### config.mk
export PLATFORM = sky130hd
export DESIGN_NAME = wav_chunk_stream_parser
export DESIGN_NICKNAME = d
export VERILOG_FILES = /design/src/hdl/wcsp_pkg.sv /design/src/hdl/wav_chunk_stream_parser.sv
export VERILOG_INCLUDE_DIRS = /design/src /design/src/hdl
export SDC_FILE = /design/constraint.sdc
export NUM_CORES = 2
export LEC_CHECK = 0
export BUFFER_PORTS_ARGS = -buffer_cell sky130_fd_sc_hd__buf_2
export CORE_AREA = 5 5 273 341
export DETAILED_ROUTE_END_ITERATION = 16
export DIE_AREA = 0 0 278 346
export PLACE_DENSITY = 0.74
export SYNTH_ARGS = -nofsm -noshare
export SYNTH_HDL_FRONTEND = slang
export SYNTH_SLANG_ARGS = --single-unit
### constraint.sdc
create_clock -name i_clk -period 20.9 [get_ports i_clk]
set_input_delay 4.18 -clock i_clk [delete_from_list [all_inputs] [get_ports i_clk]]
set_output_delay 4.18 -clock i_clk [all_outputs]
set_load 0.05 [all_outputs]
### src/hdl/wav_chunk_stream_parser_defines.svh
// assertion macros for the wav chunk stream parser
`ifndef WAV_CHUNK_STREAM_PARSER_DEFINES_SVH
`define WAV_CHUNK_STREAM_PARSER_DEFINES_SVH

// condition checked at every rising clock edge outside reset
`define WCSP_ASSERT_ALWAYS(label, cond) \
    label: assert property (@(posedge i_clk) disable iff (!i_rst_n) (cond)) \
        else $error("wcsp check failed");

// implication checked at every rising clock edge outside reset
`define WCSP_ASSERT_IMPL(label, ante, cons) \
    label: assert property (@(posedge i_clk) disable iff (!i_rst_n) (ante) |-> (cons)) \
        else $error("wcsp check failed");

`endif

### src/hdl/wcsp_pkg.sv
// types and constants for the wav chunk stream parser
`timescale 1ns / 1ps

package wcsp_pkg;

    localparam logic [31:0] TAG_RIFF = 32'h4646_4952;
    localparam logic [31:0] TAG_WAVE = 32'h4556_4157;
    localparam logic [31:0] TAG_FMT  = 32'h2074_6D66;
    localparam logic [31:0] TAG_DATA = 32'h6174_6164;
    localparam logic [31:0] FMT_MIN_LEN = 32'd16;
    localparam logic [15:0] FMT_PCM = 16'd1;

    localparam int Q_DEPTH = 4;
    localparam int Q_AW = $clog2(Q_DEPTH);
    localparam int Q_CW = $clog2(Q_DEPTH + 1);

    typedef enum logic [3:0] {
        PH_RIFF  = 4'd0,
        PH_RSIZE = 4'd1,
        PH_WAVE  = 4'd2,
        PH_ID    = 4'd3,
        PH_SIZE  = 4'd4,
        PH_FMT   = 4'd5,
        PH_EXT   = 4'd6,
        PH_DATA  = 4'd7,
        PH_SKIP  = 4'd8,
        PH_WAIT  = 4'd9
    } t_phase;

    typedef enum logic [1:0] {
        EV_PAYLOAD = 2'd0,
        EV_FORMAT  = 2'd1,
        EV_DONE    = 2'd2,
        EV_ERROR   = 2'd3
    } t_event;

    typedef enum logic [1:0] {
        ERR_INVALID     = 2'd0,
        ERR_UNSUPPORTED = 2'd1,
        ERR_TRUNCATED   = 2'd2
    } t_err;

    typedef struct packed {
        t_event      event_res;
        logic [7:0]  payload_byte;
        logic        last_payload;
        logic [15:0] fmt_code;
        logic [15:0] chan_count;
        logic [31:0] samp_rate;
        logic [31:0] bytes_per_sec;
        logic [15:0] frame_bytes;
        logic [15:0] sample_bits;
        logic [31:0] payload_len;
        t_err        error_code;
    } t_result;

    function automatic t_result f_payload(input logic [7:0] b, input logic last);
        t_result r;
        r = '0;
        r.event_res = EV_PAYLOAD;
        r.payload_byte = b;
        r.last_payload = last;
        return r;
    endfunction

    function automatic t_result f_format(input t_event ev, input logic [127:0] fmt,
                                         input logic [31:0] dsize);
        t_result r;
        r = '0;
        r.event_res = ev;
        r.fmt_code = fmt[15:0];
        r.chan_count = fmt[31:16];
        r.samp_rate = fmt[63:32];
        r.bytes_per_sec = fmt[95:64];
        r.frame_bytes = fmt[111:96];
        r.sample_bits = fmt[127:112];
        r.payload_len = dsize;
        return r;
    endfunction

    function automatic t_result f_error(input t_err code);
        t_result r;
        r = '0;
        r.event_res = EV_ERROR;
        r.error_code = code;
        return r;
    endfunction

endpackage

### src/hdl/wav_chunk_stream_parser.sv
// Byte-serial RIFF/WAVE parser: takes one file byte per transfer, checks the RIFF and
// WAVE magics, walks the chunks and reports the captured fmt fields, each data byte,
// parse completion and errors as result transfers. One byte is taken every cycle while
// o_stall is low; a byte that causes two results (fmt done with completion, the last data
// byte with completion or an early end) writes both into the queue at once. Results go through a
// four-entry output queue, and o_stall rises when fewer than two entries are free, so
// the input rate is set by how fast the downstream side takes results.
`timescale 1ns / 1ps
`include "wav_chunk_stream_parser_defines.svh"

module wav_chunk_stream_parser
    import wcsp_pkg::*;
(
    input  logic        i_clk,
    input  logic        i_rst_n,
    input  logic        i_valid,
    output logic        o_stall,
    input  logic [7:0]  i_data_byte,
    input  logic        i_end_of_stream,
    output logic        o_valid,
    input  logic        i_stall,
    output logic [1:0]  o_event_res,
    output logic [7:0]  o_payload_byte,
    output logic        o_last_payload,
    output logic [15:0] o_fmt_code,
    output logic [15:0] o_chan_count,
    output logic [31:0] o_samp_rate,
    output logic [31:0] o_bytes_per_sec,
    output logic [15:0] o_frame_bytes,
    output logic [15:0] o_sample_bits,
    output logic [31:0] o_payload_len,
    output logic [1:0]  o_error_code
);

    t_phase         r_phase, n_phase;
    logic [31:0]    r_pos, n_pos;
    logic [31:0]    r_tag, n_tag;
    logic [31:0]    r_len, n_len;
    logic [127:0]   r_fmt, n_fmt;
    logic [31:0]    r_dsize, n_dsize;
    logic           r_fseen, n_fseen;
    logic           r_dseen, n_dseen;

    t_result        r_q [Q_DEPTH];
    logic [Q_AW-1:0] r_wr, r_rd;
    logic [Q_CW-1:0] r_cnt;

    t_result        w_res [2];
    logic [1:0]     w_push;
    logic           w_accept;
    logic           w_pop;
    t_result        w_head;

    assign o_stall  = (r_cnt > Q_CW'(Q_DEPTH - 2));
    assign w_accept = i_valid && !o_stall;
    assign o_valid  = (r_cnt != '0);
    assign w_pop    = o_valid && !i_stall;
    assign w_head   = r_q[r_rd];

    always_comb begin
        logic [31:0] pos_inc;
        logic        last;
        logic        fin;
        pos_inc = r_pos + 32'd1;
        last    = 1'b0;
        fin     = 1'b0;
        n_phase = r_phase;
        n_pos   = r_pos;
        n_tag   = r_tag;
        n_len   = r_len;
        n_fmt   = r_fmt;
        n_dsize = r_dsize;
        n_fseen = r_fseen;
        n_dseen = r_dseen;
        w_res[0] = '0;
        w_res[1] = '0;
        w_push  = 2'd0;
        if (w_accept) begin
            unique case (r_phase)
                PH_RIFF, PH_WAVE, PH_ID: begin
                    n_tag = {i_data_byte, r_tag[31:8]};
                    n_pos = pos_inc;
                    if (pos_inc == 32'd4) begin
                        n_pos = '0;
                        if (r_phase == PH_RIFF) begin
                            if (n_tag != TAG_RIFF) begin
                                w_res[w_push[0]] = f_error(ERR_INVALID);
                                w_push = w_push + 2'd1;
                                n_phase = PH_WAIT;
                            end else begin
                                n_phase = PH_RSIZE;
                            end
                        end else if (r_phase == PH_WAVE) begin
                            if (n_tag != TAG_WAVE) begin
                                w_res[w_push[0]] = f_error(ERR_INVALID);
                                w_push = w_push + 2'd1;
                                n_phase = PH_WAIT;
                            end else begin
                                n_phase = PH_ID;
                            end
                        end else begin
                            n_len = '0;
                            n_phase = PH_SIZE;
                        end
                    end
                end
                PH_RSIZE: begin
                    n_pos = pos_inc;
                    if (pos_inc == 32'd4) begin
                        n_pos = '0;
                        n_phase = PH_WAVE;
                    end
                end
                PH_SIZE: begin
                    n_len = {i_data_byte, r_len[31:8]};
                    n_pos = pos_inc;
                    if (pos_inc == 32'd4) begin
                        n_pos = '0;
                        if (n_len == '0) begin
                            w_res[w_push[0]] = f_error(ERR_INVALID);
                            w_push = w_push + 2'd1;
                            n_phase = PH_WAIT;
                        end else if (r_tag == TAG_FMT) begin
                            if (n_len < FMT_MIN_LEN) begin
                                w_res[w_push[0]] = f_error(ERR_INVALID);
                                w_push = w_push + 2'd1;
                                n_phase = PH_WAIT;
                            end else begin
                                n_fmt = '0;
                                n_phase = PH_FMT;
                            end
                        end else if (r_tag == TAG_DATA) begin
                            n_dsize = n_len;
                            n_phase = PH_DATA;
                        end else begin
                            n_phase = PH_SKIP;
                        end
                    end
                end
                PH_FMT: begin
                    n_fmt[{r_pos[3:0], 3'b000} +: 8] = i_data_byte;
                    n_pos = pos_inc;
                    if (pos_inc == FMT_MIN_LEN) begin
                        n_pos = '0;
                        if (r_len > FMT_MIN_LEN) begin
                            n_phase = PH_EXT;
                        end else begin
                            fin = 1'b1;
                        end
                    end
                end
                PH_EXT: begin
                    n_pos = pos_inc;
                    if (r_pos + 32'd17 == r_len) begin
                        fin = 1'b1;
                    end
                end
                PH_DATA: begin
                    last = (pos_inc == r_len);
                    w_res[w_push[0]] = f_payload(i_data_byte, last);
                    w_push = w_push + 2'd1;
                    n_pos = pos_inc;
                    if (last) begin
                        n_pos = '0;
                        n_dseen = 1'b1;
                        if (r_fseen) begin
                            w_res[w_push[0]] = f_format(EV_DONE, n_fmt, n_dsize);
                            w_push = w_push + 2'd1;
                            n_phase = PH_WAIT;
                        end else begin
                            n_phase = PH_ID;
                        end
                    end
                end
                PH_SKIP: begin
                    n_pos = pos_inc;
                    if (pos_inc == r_len) begin
                        n_pos = '0;
                        n_phase = PH_ID;
                    end
                end
                PH_WAIT: begin
                end
                default: begin
                end
            endcase

            // fmt chunk and its extension fully read
            if (fin) begin
                n_pos = '0;
                if (n_fmt[15:0] != FMT_PCM) begin
                    w_res[w_push[0]] = f_error(ERR_UNSUPPORTED);
                    w_push = w_push + 2'd1;
                    n_phase = PH_WAIT;
                end else begin
                    n_fseen = 1'b1;
                    w_res[w_push[0]] = f_format(EV_FORMAT, n_fmt, '0);
                    w_push = w_push + 2'd1;
                    if (r_dseen) begin
                        w_res[w_push[0]] = f_format(EV_DONE, n_fmt, n_dsize);
                        w_push = w_push + 2'd1;
                        n_phase = PH_WAIT;
                    end else begin
                        n_phase = PH_ID;
                    end
                end
            end

            // end of file: report an early end unless parsing already finished, then restart
            if (i_end_of_stream) begin
                if (n_phase != PH_WAIT) begin
                    w_res[w_push[0]] = f_error((n_phase == PH_DATA) ? ERR_TRUNCATED
                                                                    : ERR_INVALID);
                    w_push = w_push + 2'd1;
                end
                n_phase = PH_RIFF;
                n_pos   = '0;
                n_tag   = '0;
                n_len   = '0;
                n_fmt   = '0;
                n_dsize = '0;
                n_fseen = 1'b0;
                n_dseen = 1'b0;
            end
        end
    end

    always_ff @(posedge i_clk) begin
        if (!i_rst_n) begin
            r_phase <= PH_RIFF;
            r_pos   <= '0;
            r_tag   <= '0;
            r_len   <= '0;
            r_fmt   <= '0;
            r_dsize <= '0;
            r_fseen <= 1'b0;
            r_dseen <= 1'b0;
        end else begin
            r_phase <= n_phase;
            r_pos   <= n_pos;
            r_tag   <= n_tag;
            r_len   <= n_len;
            r_fmt   <= n_fmt;
            r_dsize <= n_dsize;
            r_fseen <= n_fseen;
            r_dseen <= n_dseen;
        end
    end

    // output queue
    always_ff @(posedge i_clk) begin
        if (w_push != 2'd0) begin
            r_q[r_wr] <= w_res[0];
        end
        if (w_push == 2'd2) begin
            r_q[r_wr + Q_AW'(1)] <= w_res[1];
        end
    end

    always_ff @(posedge i_clk) begin
        if (!i_rst_n) begin
            r_wr  <= '0;
            r_rd  <= '0;
            r_cnt <= '0;
        end else begin
            r_wr  <= r_wr + Q_AW'(w_push);
            r_rd  <= r_rd + Q_AW'(w_pop);
            r_cnt <= r_cnt + Q_CW'(w_push) - Q_CW'(w_pop);
        end
    end

    assign o_event_res     = w_head.event_res;
    assign o_payload_byte  = w_head.payload_byte;
    assign o_last_payload  = w_head.last_payload;
    assign o_fmt_code      = w_head.fmt_code;
    assign o_chan_count    = w_head.chan_count;
    assign o_samp_rate     = w_head.samp_rate;
    assign o_bytes_per_sec = w_head.bytes_per_sec;
    assign o_frame_bytes   = w_head.frame_bytes;
    assign o_sample_bits   = w_head.sample_bits;
    assign o_payload_len   = w_head.payload_len;
    assign o_error_code    = w_head.error_code;

    `WCSP_ASSERT_ALWAYS(a_queue_bound, r_cnt <= Q_CW'(Q_DEPTH))
    `WCSP_ASSERT_IMPL(a_header_pos,
        r_phase == PH_RIFF || r_phase == PH_RSIZE || r_phase == PH_WAVE ||
        r_phase == PH_ID || r_phase == PH_SIZE, r_pos < 32'd4)
    `WCSP_ASSERT_IMPL(a_fmt_pos, r_phase == PH_FMT, r_pos < FMT_MIN_LEN)
    `WCSP_ASSERT_IMPL(a_wait_pos, r_phase == PH_WAIT, r_pos == '0)

endmodule

# Word level (Yosys, flattened, before mapping)
# Memories as Yosys holds them, arrays and structs flattened. A register that Yosys moved wholly into a read port is not among the register bits.
# Index checks and enable logic that the tools add are counted.
dict set report totals {
  ff_bits 269
  latchBits 0
  ram_bits 692
  rom_bits 0
  input_bits 13
  elab_cells 207
  mem_count 1
}
dict set report classes {
  n_addsub 11
  mul 0
  div 0
  magnitude_cmp 9
  eq_ne 24
  n_shift 2
  mux 118
  bitwise 6
  n_reduce_logical 25
}
# memory words width rd rd_ports_with_merged_regs write_ports line_no
set mem_list {}
lappend mem_list {r_q 4 173 1 1 2 wav_chunk_stream_parser.sv:44} ;# t_result r_q [Q_DEPTH];
# op n
set op_table {}
lappend op_table {{173-bit two-way mux} 17}
lappend op_table {{346-bit two-way mux} 7}
lappend op_table {{346-bit bitwise mux} 3}
lappend op_table {{128-bit two-way mux} 6}
lappend op_table {{32-bit two-way mux} 18}
lappend op_table {{173-bit demux with 1-bit select} 3}
lappend op_table {{173-bit one-hot mux with 3 select lines} 1}
lappend op_table {{340-bit bitwise AND} 1}
lappend op_table {{340-bit inverter} 1}
lappend op_table {{128-bit one-hot mux with 2 select lines} 1}
lappend op_table {{128-bit bitwise mux} 1}
lappend op_table {{32-bit one-hot mux with 4 select lines} 1}
lappend op_table {{8-bit by 9-bit variable shift with 128-bit output (first input constant)} 1}
lappend op_table {{8-bit by 9-bit variable part select with 128-bit output} 1}
lappend op_table {{4-bit two-way mux} 21}
lappend op_table {{32-bit == test} 2}
lappend op_table {{32-bit by 31-bit inequality test with 1-bit output (second input constant)} 2}
lappend op_table {{32-bit one-hot mux with 2 select lines} 1}
lappend op_table {{32-bit by 1-bit adder with 32-bit output (second input constant)} 1}
lappend op_table {{32-bit by 5-bit adder with 32-bit output (second input constant)} 1}
lappend op_table {{32-bit by 3-bit == test with 1-bit output (second input constant)} 1}
lappend op_table {{32-bit by 30-bit == test with 1-bit output (second input constant)} 1}
lappend op_table {{32-bit by 31-bit == test with 1-bit output (second input constant)} 1}
lappend op_table {{32-bit by 5-bit == test with 1-bit output (second input constant)} 1}
lappend op_table {{other kinds (40)} 101}

# Depth between registers and ports, before layout
dict set report depth {
  ltp_word 22
  mapped_depth 28
  depth_no_buf 22
}

# Worst setup path after synthesis
# Ideal clock, no wire load.
dict set report synth_timing {
  path_kind {in2reg}
  start {input i_data_byte[4]}
  end {memory r_q[1][0] in the netlist's numbering (enable)}
  setup_time_ns 0.962
  t_arrival_ns 19.952
  t_required_ns 19.938
  slack_ns -0.013
  stages 16
  path_buffers 2
  cell_sequence {clkbuf_1 > nor3_1 > nand3_1 > nor3_1 > o211ai_1 > a2111o_1 > nor3_1 > nor2_1 > inv_1 > ha_1 > o31ai_1 > nand2_1 > clkbuf_1 > nand2_1 > nand3_1 > a211oi_1}
}
# item line_no
set synth_rtl {}
lappend synth_rtl {{from (decl)} wav_chunk_stream_parser.sv:18} ;# input logic [7:0] i_data_byte,
lappend synth_rtl {{to (decl)} wav_chunk_stream_parser.sv:44}

==> results.md <==
- Drt drc: 0
- Vias per inst: between 6 and 7
- Initial core utilization: between 50% and 60%
- Int Pwr: 3.383 mW
- Finished Layout Cells: approximately 5,600
- Ranking of synthesized cells by area: edfxtp_1, mux2i_1, dfxtp_1
- Area grow syn2layout: 9.308%
- CP arrival: 11,700 ps
- Comb power frac: between 20% and 30%
- Relative slew margins: between 20% and 30%
- Most used DFF post-synth: edfxtp_1
- Post-synthesis compound-gate area fraction: between 10 and 15%
- GRT Overall Usage: between 20 and 30%
- Mux share of post-synthesis cell area: between 10% and 20%
- Total core area: approximately 90,000 sq um
- Critical Path RT: 21,190 ps
- Pwr Density: between 90 and 100 nW/um^2
- Register area share after synthesis: between 50% and 60%
- Leakage power: between 20 and 25 nW
- CP Class: in2reg
- IO Port Bufs: around 190
- Total clock sinks: about 960
- Synthesis-stage register bit count: 961
- Outcome: completed
- Worst reg2reg endpoint: r_q[3][52]
- I/O pin count: about 190
- Yosys cell types: 81
- Vias in the first global route: between 30,000 and 40,000
- Total power: ~5.0 mW
- Row count: approximately 120
- Sw power: 1.651 mW
- Post-synth top area cell: edfxtp_1
- Crit Path Max Fanout: just over 60
- Fin crit share: 54.59%
- Async set or reset register ratio after synthesis: 0%
- Antenna violations before repair: 6
- Max IR drop VDD: around 97 uV
- Largest net degree at the start of global routing: about 120
- Nets@finish: around 4,300
- Hpwl dp: about 83,000 microns
- Syn_nets: ~4,300
- Final setup vio count: 0
- Worst Max-Slew Pin Slew: roughly 1200 ps
- DRT Pass-1 Iters: 6
- Global-route wire length before repair: 213,900 microns
- Clk Latency, worst-skew pair: 700 ps
- Max Fclk: around 88 MHz
- Post-layout min period: roughly 11,000 ps
- CP Capture Type: register
- Hold Path Stages: 2
- End of the worst hold path: r_tag[5]
- Setup Fix Bufs, Post-CTS: 0
- Cts repair resizes: 0
- Final setup TNS: 0 ps
- Adder-Cell Fraction of Synth Area: less than 1%
- Setup Skew: approximately 47 ps
- Max-slew violations: 0
- CTS max path bufs: 3
- Clk slew on worst S/H paths: around 60 ps
- CP startpoint kind: primary input
- Max-cap violations: 0
- Hold_sp: r_tag[5]
- Post-CTS Hold Fix Bufs: 0
- Sequential share of power: about 42%
- Share of cells above drive strength 1: about 15%
- Number of synthesized flops with an enable pin: roughly 700
- CTS tree: built
- Synth Instances: around 4,300
- Worst hold path class: reg2reg
- Endpoints failing hold: 0
- Total number of vias: 36,030
- Initial DRC Count: 3,487
- Clock power frac: about a third
- Grt total ovfl: 0
- Reg2reg path depth: 19
- Largest family of logic cells by synthesized area: multiplexers
- Worst reg2reg startpoint: r_pos[1]
- WL final: approximately 140,000 microns
- Mean Syn Cell Area: around 12 sq um
- Die height: 346 microns
- RSZ-0062 raised after global routing: false
- Placed Instances: ~5,400
- Simple-gate share of the synthesized area: 13.74%
- H-Tree Depth: 3
- Antenna-violating nets left: 0
- DIE AREA: 96,190 sq um
- Worst reg2reg setup slack: about 11,000 ps
- Sw frac: 32.80%
- Placer Congestion: between 0.9 and 1
- DIE WIDTH: 278 microns
- Synth Area in XOR/XNOR: between 1 and 1.5%
- WL/cell: roughly 25 microns
- Yosys top cell area share: between 40% and 50%
- Mapped Area: between 50,000 and 60,000 sq um
- CTS Buf Count: 96
- Root buf cell: clkbuf_16
- Synth Warn #: 0
-- cell usage in the layout, fill, tap and decap left out, types with 39 or more instances in the layout --
master and n:
a21boi_0 39, a21oi_1 178, a22o_1 112, a22oi_1 215
buf_2 186, buf_4 51, clkbuf_16 100, dfxtp_1 267
edfxtp_1 692, mux2i_1 566, mux4_2 173, nand2_1 292
nand3_1 46, nor2_1 390, nor2b_1 246, nor3_1 44
o21ai_0 71, or2_1 40, or2_2 78, xnor2_1 49
-- how the worst max path moves through the flow --
| stage | startpoint | end | slack [ps] |
|---|---|---|---|
| global placement | i_data_byte[7] | r_q[3][49] | 9050 |
| CTS | i_data_byte[7] | r_q[3][52] | 9590 |
| global route | i_data_byte[7] | r_q[3][65] | 9000 |
| detailed placement | i_data_byte[7] | r_q[3][59] | 8890 |
| finish | i_data_byte[7] | r_q[3][52] | 9490 |
| floorplan | i_data_byte[4] | r_q[2][0] | 4430 |
-- routing by layer --
metal  up-vias  track usage [%]  wire, microns
li1      16160                -              -
met1     17950            35.19          52860
met2      1575            48.47          69920
met3       341            4.474          11020
met4         6            14.28           7774
met5         -                0             42
-- power groups by stage --
| stage | Sequential, mW | Combinational [mW] | Clock [mW] |
|---|---|---|---|
| final | 2.13 | 1.17 | 1.74 |
| after global routing | 2.13 | 1.21 | 1.84 |
| after global placement | 2.17 | 1.17 | 0 |
| after floorplan | 2.16 | 0.894 | 0 |
| after detailed placement | 2.17 | 1.17 | 0 |
| after CTS | 2.13 | 1.18 | 1.76 |
-- cell families (layout without fill, tap and decap cells) --
| family | count (synthesis) | in the layout |
|---|---|---|
| adder cells (fa/ha/maj) | 14 | 14 |
| buffers and inverters | 387 | 448 |
| flip-flops | 961 | 961 |
| AO/OA/AOI/OAI | 762 | 762 |
| multiplexers | 743 | 743 |
| AND/OR/NAND/NOR | 1373 | 1373 |
| XOR/XNOR | 78 | 78 |
| other | 0 | 2 |
-- cell usage after synthesis (71+ instances only) --
master and instances:
nor2b_1 246, dfxtp_1 269, clkbuf_1 251, nor2_1 392, mux4_2 173, a22oi_1 215
a22o_1 112, nand2_1 293, a21oi_1 182, edfxtp_1 692, o21ai_0 71, or2_2 78
mux2i_1 566
-- flip-flops by register name (all words and copies together) (netlist names) --
signal,cells
r_dseen,1
r_dsize,32
r_phase,4
r_tag,32
r_fseen,1
r_len,32
r_cnt,3
r_fmt,128
r_rd,2
r_pos,32
r_q,692
r_wr,2
-- per-stage QoR --
| stage | utilization (%) | instance area (sq um) | setup WS (ps) | hold WS (ps) |
|---|---|---|---|---|
| floorplan | - | 50520 | 4430 | 484.2 |
| global placement | 58.09 | 52030 | 9054 | 511.3 |
| detailed placement | 58.09 | 52030 | 8890 | 520.1 |
| CTS | 61.65 | 55220 | 9595 | 535.3 |
| global route | 61.65 | 55220 | 9000 | 555.5 |
| finish | 61.65 | 55220 | 9491 | 532.6 |
-- final cells by class --
type / count / area (sq um)
clock inverters: 45 / 471.7
well taps: 1187 / 1485
flip-flops and latches: 961 / 26170
clock buffers: 137 / 2711
inverters: 23 / 88.84
repair buffers: 243 / 1425
multi-input cells: 2970 / 22860
fillers: 6990 / 34350
diodes: 2 / 5.005
-- critical path, cell delays in order --
cell	delay, ps
buf_2	210
nor3_1	280
nand3_1	120
nor3_1	520
o211ai_1	180
a2111o_1	460
nor3_1	340
nor2_1	250
inv_1	130
ha_1	250
o31ai_1	370
nand2_1	420
nor3b_2	910
nor2_1	250
a21oi_4	180
buf_4	740
buf_4	840
buf_4	880
Power figures use the tool's default switching activity.
